--- src/hdl/ssba_pkg.sv ---
// Shared types, constants and codes for the swap slot bitmap allocator.
// No dependencies; imported by every module of the block except ssba_ram.
package ssba_pkg;

    localparam int SLOTS_DEFAULT = 4096;
    localparam int PAGE_BYTES    = 4096;
    localparam int PAGE_SHIFT    = $clog2(PAGE_BYTES);
    localparam int WORD_BITS     = 64;
    localparam int BIT_W         = $clog2(WORD_BITS);
    localparam int OFFSET_W      = 24;
    localparam int STATUS_W      = 2;
    localparam int COUNT_OUT_W   = 13;
    localparam int WIDE_W        = 48;

    localparam logic OP_ALLOC = 1'b0;
    localparam logic OP_FREE  = 1'b1;

    localparam logic [STATUS_W-1:0] STATUS_OK         = 2'd0;
    localparam logic [STATUS_W-1:0] STATUS_FULL       = 2'd1;
    localparam logic [STATUS_W-1:0] STATUS_MISALIGNED = 2'd2;
    localparam logic [STATUS_W-1:0] STATUS_NOT_USED   = 2'd3;

    typedef struct packed {
        logic                op;
        logic [OFFSET_W-1:0] free_offset;
    } ssba_req_t;

    typedef struct packed {
        logic [OFFSET_W-1:0]    slot_offset;
        logic [STATUS_W-1:0]    status;
        logic [COUNT_OUT_W-1:0] used_count;
    } ssba_rsp_t;

    typedef enum logic [1:0] {
        S_CLEAR,
        S_IDLE,
        S_LOOKUP
    } ssba_state_t;

    typedef struct packed {
        logic clear_step;
        logic take;
        logic commit;
    } ssba_cmd_t;

    typedef struct packed {
        logic clear_last;
        logic out_free;
    } ssba_status_t;

endpackage

--- src/hdl/ssba_ctrl.sv ---
// Control state machine of the swap slot bitmap allocator.
// Depends on ssba_pkg.
module ssba_ctrl (
    input  logic                  clk,
    input  logic                  rst_n,
    input  logic                  req_valid,
    output logic                  req_ready,
    input  ssba_pkg::ssba_status_t st,
    output ssba_pkg::ssba_cmd_t    cmd
);
    import ssba_pkg::*;

    ssba_state_t state_reg;
    ssba_state_t state_next;

    always_ff @(posedge clk or negedge rst_n)
    begin
        if (!rst_n)
        begin
            state_reg <= S_CLEAR;
        end
        else
        begin
            state_reg <= state_next;
        end
    end

    always_comb
    begin
        state_next = state_reg;
        req_ready  = 1'b0;
        cmd        = '0;
        unique case (state_reg)
            S_CLEAR:
            begin
                cmd.clear_step = 1'b1;
                if (st.clear_last)
                begin
                    state_next = S_IDLE;
                end
            end
            S_IDLE:
            begin
                req_ready = 1'b1;
                if (req_valid)
                begin
                    cmd.take   = 1'b1;
                    state_next = S_LOOKUP;
                end
            end
            S_LOOKUP:
            begin
                // hold until the response register can take the result
                if (st.out_free)
                begin
                    cmd.commit = 1'b1;
                    state_next = S_IDLE;
                end
            end
            default:
            begin
                state_next = S_CLEAR;
            end
        endcase
    end

endmodule

--- config.mk ---
export PLATFORM = sky130hd
export DESIGN_NAME = ssba_ctrl
export DESIGN_NICKNAME = d
export VERILOG_FILES = /design/src/hdl/ssba_pkg.sv /design/src/hdl/ssba_ctrl.sv
export SDC_FILE = /design/constraint.sdc
export NUM_CORES = 1
export LEC_CHECK = 0
export ABC_CLOCK_PERIOD_IN_PS = 1700
export BUFFER_PORTS_ARGS = -buffer_cell sky130_fd_sc_hd__buf_2
export CORE_AREA = 5 5 42 44
export CTS_CLUSTER_DIAMETER = 50
export DETAILED_ROUTE_END_ITERATION = 10
export DIE_AREA = 0 0 47 49
export PLACE_DENSITY = 0.31
export SYNTH_ARGS = -nofsm -noshare
export SYNTH_HDL_FRONTEND = slang
export SYNTH_SLANG_ARGS = --single-unit
--- constraint.sdc ---
create_clock -name clk -period 1.7 [get_ports clk]
set_clock_uncertainty 0.2 [all_clocks]
set_input_delay 0.085 -clock clk [delete_from_list [all_inputs] [get_ports clk]]
set_output_delay 0.085 -clock clk [all_outputs]
set_load 0.01 [all_outputs]
==> results.json, run 1 <==
{
  "antenna_left": 0,
  "n_antenna_cell": 0,
  "start_kind": "register",
  "dr.pass1.iters": 2,
  "port_buffers": 8,
  "cts.sinks": 2,
  "rows": 14,
  "wl_per_cell_um": 8.63,
  "r2r_start": "state_reg[1]",
  "antenna_found_initial": 0,
  "stdcell_area_um2": 238,
  "crit_path_max_fanout": 6,
  "num_vias": 137,
  "ctsResizeCount": 0,
  "rsz0062_at_grt": "false",
  "p_clk_share_pct": 28.2,
  "core_mm2": 0.00140,
  "crit_start": "state_reg[1]",
  "fillers": 170,
  "start_util_pct": 8.21,
  "drt_iter0_markers": 4,
  "yosys_warnings": 0,
  "clock_latency_ns": 0.22,
  "p_switching_w": 0.000127,
  "post_cts_buffers": 0,
  "setup-violations-final": 0,
  "cap_viol_max_count": 0,
  "grt_overflow": 0,
  "internal_power_w": 0.000241,
  "mostFrequentLayoutCells": "buf_2 (8), dlygate4sd3_1 (4), clkbuf_4 (3)",
  "dp_slack_ns": 0.536,
  "total_leakage_power_nw": 0.123,
  "remaining_drc_errors": 0,
  "syn_area_per_cell_um2": 9.59,
  "finalHoldViolCount": 0,
  "grt_pass1_wl_um": 648,
  "h-tree-depth": 1,
  "multi_input_area_um2": 61.3,
  "area_delta_synth_final_pct": 107,
  "grt_usage_pct": 4.65,
  "seqCellArea_um2": 50.0,
  "first_global_vias": 169,
  "fp.dieW_um": 47,
  "hold_ws_ns": 0.0603,
  "gp_congestion": 0.635,
  "grt_start_max_net_pins": 7,
  "reg2reg_slack_ns": 0.07,
  "power.density_mw_per_mm2": 1550,
  "switching_share_pct": 34.5,
  "seq_power_share_pct": 27.6,
  "hold_path.class": "input pin to register",
  "reg2regPathDepth": 3,
  "yosysUniqueCellTypes": 10,
  "max_clock_freq_ghz": 0.612,
  "dieArea_mm2": 0.00230,
  "mostFrequentLayoutCell": "buf_2",
  "wl_um": 371,
  "cts_root_buffer": "clkbuf_4",
  "ys_seq_elements": 2,
  "slew_headroom_pct": 90.8,
  "tightest_slew_ns": 0.134,
  "syn_inst": 12,
  "finalCriticalPeriod_ns": 1.63,
  "cts_buffers": 3,
  "critical_path_arrival_ns": 1.53,
  "crit_type": "register to register",
  "fin_nets": 34,
  "syn-num-nets": 17,
  "end_kind": "register",
  "status": "complete, no violations",
  "ir_drop_mv": 0.403,
  "required_ns": 1.60,
  "power.total_w": 0.000368,
  "ctsHoldBuffers": 4,
  "drive_gt1_share_pct": 44.4,
  "pin_count": 9,
  "timing.final.crit_share_pct": 96.1,
  "yosysSeqAreaShare_pct": 43.5,
  "synth_area_um2": 115,
  "crit_end": "state_reg[0]",
  "postPlaceCellArea_um2": 175,
  "r2r-end": "state_reg[0]",
  "die_h_um": 49,
  "p_comb_share_pct": 44.2,
  "path_clk_slew_ns": 0.03,
  "tritoncts": "built",
  "largest_reg_flops": 2,
  "cts_buffer_depth": 2,
  "drv_slew": 0,
  "fin_tns_setup_ns": 0,
  "viasPerCell": 3.19,
  "finalWorstSetupSlack_ns": 0.0666
}
through the flow:
| stage | util (%) | cells |
|---|---|---|
| after floorplan | - | 12 |
| after global placement | 12.5 | 36 |
| after detailed placement | 12.5 | 36 |
| after CTS | 17.0 | 43 |
| after global routing | 17.0 | 43 |
| final | 17.0 | 43 |
layer usage:
layer / vias up / GRT usage [%] / part of all wire, %
met1: 55 / 6.15 / 50
met3: 2 / 1.11 / 9.4
met5: - / 0 / 0
li1: 71 / - / -
met2: 9 / 3.85 / 38
met4: 0 / 8.29 / 1.9
worst min-delay path by stage:
| stage | endpoint | from | depth (start not counted) |
|---|---|---|---|
| after detailed placement | state_reg[1] | rst_n | 1 |
| after global routing | state_reg[1] | st[0] | 3 |
| after global placement | state_reg[1] | rst_n | 1 |
| after floorplan | state_reg[0] | rst_n | 0 |
| after CTS | state_reg[1] | st[0] | 3 |
| final | state_reg[1] | st[0] | 3 |
power groups by stage:
| stage | Sequential (W) | Combinational [W] | Clock [W] |
|---|---|---|---|
| 2_1_floorplan | 0.0000948 | 0.0000848 | 0 |
| 3_3_place_gp | 0.000101 | 0.000141 | 0 |
| 3_5_place_dp | 0.000102 | 0.000138 | 0 |
| 4_1_cts | 0.000102 | 0.000164 | 0.000110 |
| 5_1_grt | 0.000107 | 0.000178 | 0.000117 |
| 6_report | 0.000101 | 0.000163 | 0.000104 |
cells in the mapped netlist (all sizes together):
| master | n | area share, % |
|---|---|---|
| nor3b | 1 | 6.5 |
| and2b | 1 | 7.6 |
| dfrtp | 2 | 43 |
| o2bb2ai | 1 | 7.6 |
| nand2 | 1 | 3.3 |
| and3b | 1 | 7.6 |
| inv | 1 | 3.3 |
| or2 | 1 | 5.4 |
| nor2 | 2 | 6.5 |
| mux2i | 1 | 8.7 |
critical path, cell delays in order (launching register included):
cell           delay, ns
dfrtp_1             0.40
and2b_2             0.25
o2bb2ai_1           0.11
dlygate4sd3_1       0.55
cells by family (layout without fill, tap and decap cells):
logic type             count (synthesis)  after routing  synth area share (%)
DFF                                    2              2                  43.5
and+or+nand+nor                        7              7                  37.0
buffers and inverters                  1             16                  3.26
muxes                                  1              1                  8.70
AOI/OAI and AO/OA                      1              1                  7.61
final cells by class:
cell class                 instances  area share [%]
tap                               16            8.42
clock buffer                       3            9.47
sequential                         2            21.1
multi-input combinational          9            25.8
inverter                           1            1.58
timing repair buffer              12            33.7
Note: power is estimated with default switching activity, not from simulation.
==> inputs of run 2 (changes only) <==
--- a/config.mk
+++ b/config.mk
@@ -6,12 +6,12 @@
 export NUM_CORES = 1
 export LEC_CHECK = 0
 export ABC_CLOCK_PERIOD_IN_PS = 1700
-export BUFFER_PORTS_ARGS = -buffer_cell sky130_fd_sc_hd__buf_2
 export CORE_AREA = 5 5 42 44
 export CTS_CLUSTER_DIAMETER = 50
 export DETAILED_ROUTE_END_ITERATION = 10
 export DIE_AREA = 0 0 47 49
-export PLACE_DENSITY = 0.31
+export DONT_BUFFER_PORTS = 1
+export PLACE_DENSITY = 0.3
 export SYNTH_ARGS = -nofsm -noshare
 export SYNTH_HDL_FRONTEND = slang
 export SYNTH_SLANG_ARGS = --single-unit
==> results.json, run 2 (synthesis gave the netlist of run 1 again) <==
{
  "pin_count": 9,
  "port_buffers": 0,
  "stdcell_area_um2": 208,
  "holdPathEnd": "state_reg[1]",
  "slew_headroom_pct": 84.4,
  "cp_slowest_cell": "dfrtp_1",
  "antenna_left": 0,
  "tritoncts": "built",
  "h-tree-depth": 1,
  "cap_viol_max_count": 0,
  "first_global_vias": 153,
  "die_h_um": 49,
  "cpPeakStageDelay_ns": 0.42,
  "cts.sinks": 2,
  "setup-violations-final": 0,
  "wl_um": 344,
  "reg2reg_slack_ns": 0.48,
  "fin_util_pct": 14.8,
  "antenna_found_initial": 0,
  "hold_depth": 2,
  "start_util_pct": 8.21,
  "r2r_start": "state_reg[0]",
  "path_delay_family": "flip-flops",
  "n_antenna_cell": 0,
  "postPlaceCellArea_um2": 135,
  "grt_pass1_wl_um": 517,
  "core_mm2": 0.00140,
  "timing.final.crit_share_pct": 72.4,
  "rsz0062_at_grt": "false",
  "crit_chain": "and3b_1",
  "r2r-end": "state_reg[1]",
  "critical_path_arrival_ns": 0.95,
  "path_buf_inv": 0,
  "cts_root_buffer": "clkbuf_4",
  "end_kind": "output pin",
  "fin_tns_setup_ns": 0,
  "largest_reg_flops": 2,
  "crit_type": "register to output pin",
  "grt_usage_pct": 3.80,
  "total_leakage_power_nw": 0.0919,
  "viasPerCell": 3.33,
  "num_vias": 120,
  "required_ns": 1.41,
  "clock_latency_ns": 0.22,
  "gp_congestion": 0.690,
  "start_kind": "register",
  "hold_path.class": "input pin to register",
  "path_clk_slew_ns": 0.03,
  "cts_buffer_depth": 2,
  "mostFrequentLayoutCells": "dlygate4sd3_1 (5), clkbuf_4 (3), nor2_1 (2), dfrtp_1 (2)",
  "dieArea_mm2": 0.00230,
  "drv_slew": 0,
  "finalCriticalPeriod_ns": 1.23,
  "cts_buffers": 3,
  "fillers": 163,
  "fin_nets": 27,
  "ir_drop_mv": 0.409,
  "tightest_slew_ns": 0.233,
  "status": "complete, no violations",
  "hold_ws_ns": 0.0294,
  "grt_overflow": 0,
  "rows": 14,
  "power.density_mw_per_mm2": 1510,
  "post_cts_buffers": 0,
  "crit_path_max_fanout": 6,
  "remaining_drc_errors": 0,
  "drt_iter0_markers": 0,
  "fp.dieW_um": 47,
  "drive_gt1_share_pct": 20.0,
  "mostFrequentLayoutCell": "dlygate4sd3_1",
  "min_from": "req_valid",
  "dr.pass1.iters": 1,
  "max_clock_freq_ghz": 0.813,
  "area_delta_synth_final_pct": 80.4,
  "reg2regPathDepth": 2,
  "wl_per_cell_um": 9.56,
  "finalHoldViolCount": 0,
  "grt_start_max_net_pins": 7
}
-- run 2: worst max-delay path by stage --
stage,start,endpoint,cells past startpoint
after detailed placement,state_reg[0],state_reg[1],2
after floorplan,state_reg[0],state_reg[1],2
after CTS,state_reg[1],cmd[1],1
final,state_reg[1],cmd[1],1
after global routing,state_reg[1],cmd[1],1
after global placement,state_reg[1],state_reg[1],2
-- run 2: metrics by stage --
| step | setup WS (ns) | std cells | power (W) |
|---|---|---|---|
| after global routing | 0.418 | 36 | 0.000335 |
| final | 0.469 | 36 | 0.000313 |
| after global placement | 0.501 | 28 | 0.000198 |
| after CTS | 0.448 | 36 | 0.000325 |
| after floorplan | 0.539 | 12 | 0.000180 |
| after detailed placement | 0.484 | 28 | 0.000201 |
-- run 2: repair_timing --
action	in CTS	in global routing
hold buffers	5	0
setup endpoints to repair	0	0
hold endpoints to repair	4	0
resized for setup	0	0
-- run 2: routing by layer --
metal	vias up	part of all wire, %	routed length (um)	global-route usage [%]
met3	0	17	60	2.95
met2	9	42	144	4.07
met4	0	0	0	5.53
met1	55	40	139	3.52
li1	56	-	-	-
met5	-	0	0	0
-- run 2: where the power goes --
group	total, W	switching [W]	internal [W]
clock network	0.000104	0.0000266	0.0000778
registers	0.000103	0.0000325	0.0000703
logic	0.000106	0.0000550	0.0000505
-- run 2: cell type report --
class                      instances  area, um^2  area share, %
clock buffer                       3        22.5           10.8
inverter                           1        3.75           1.81
multi-input combinational          9        61.3           29.5
sequential                         2        50.0           24.1
tap                               16        20.0           9.64
timing repair buffer               5        50.0           24.1
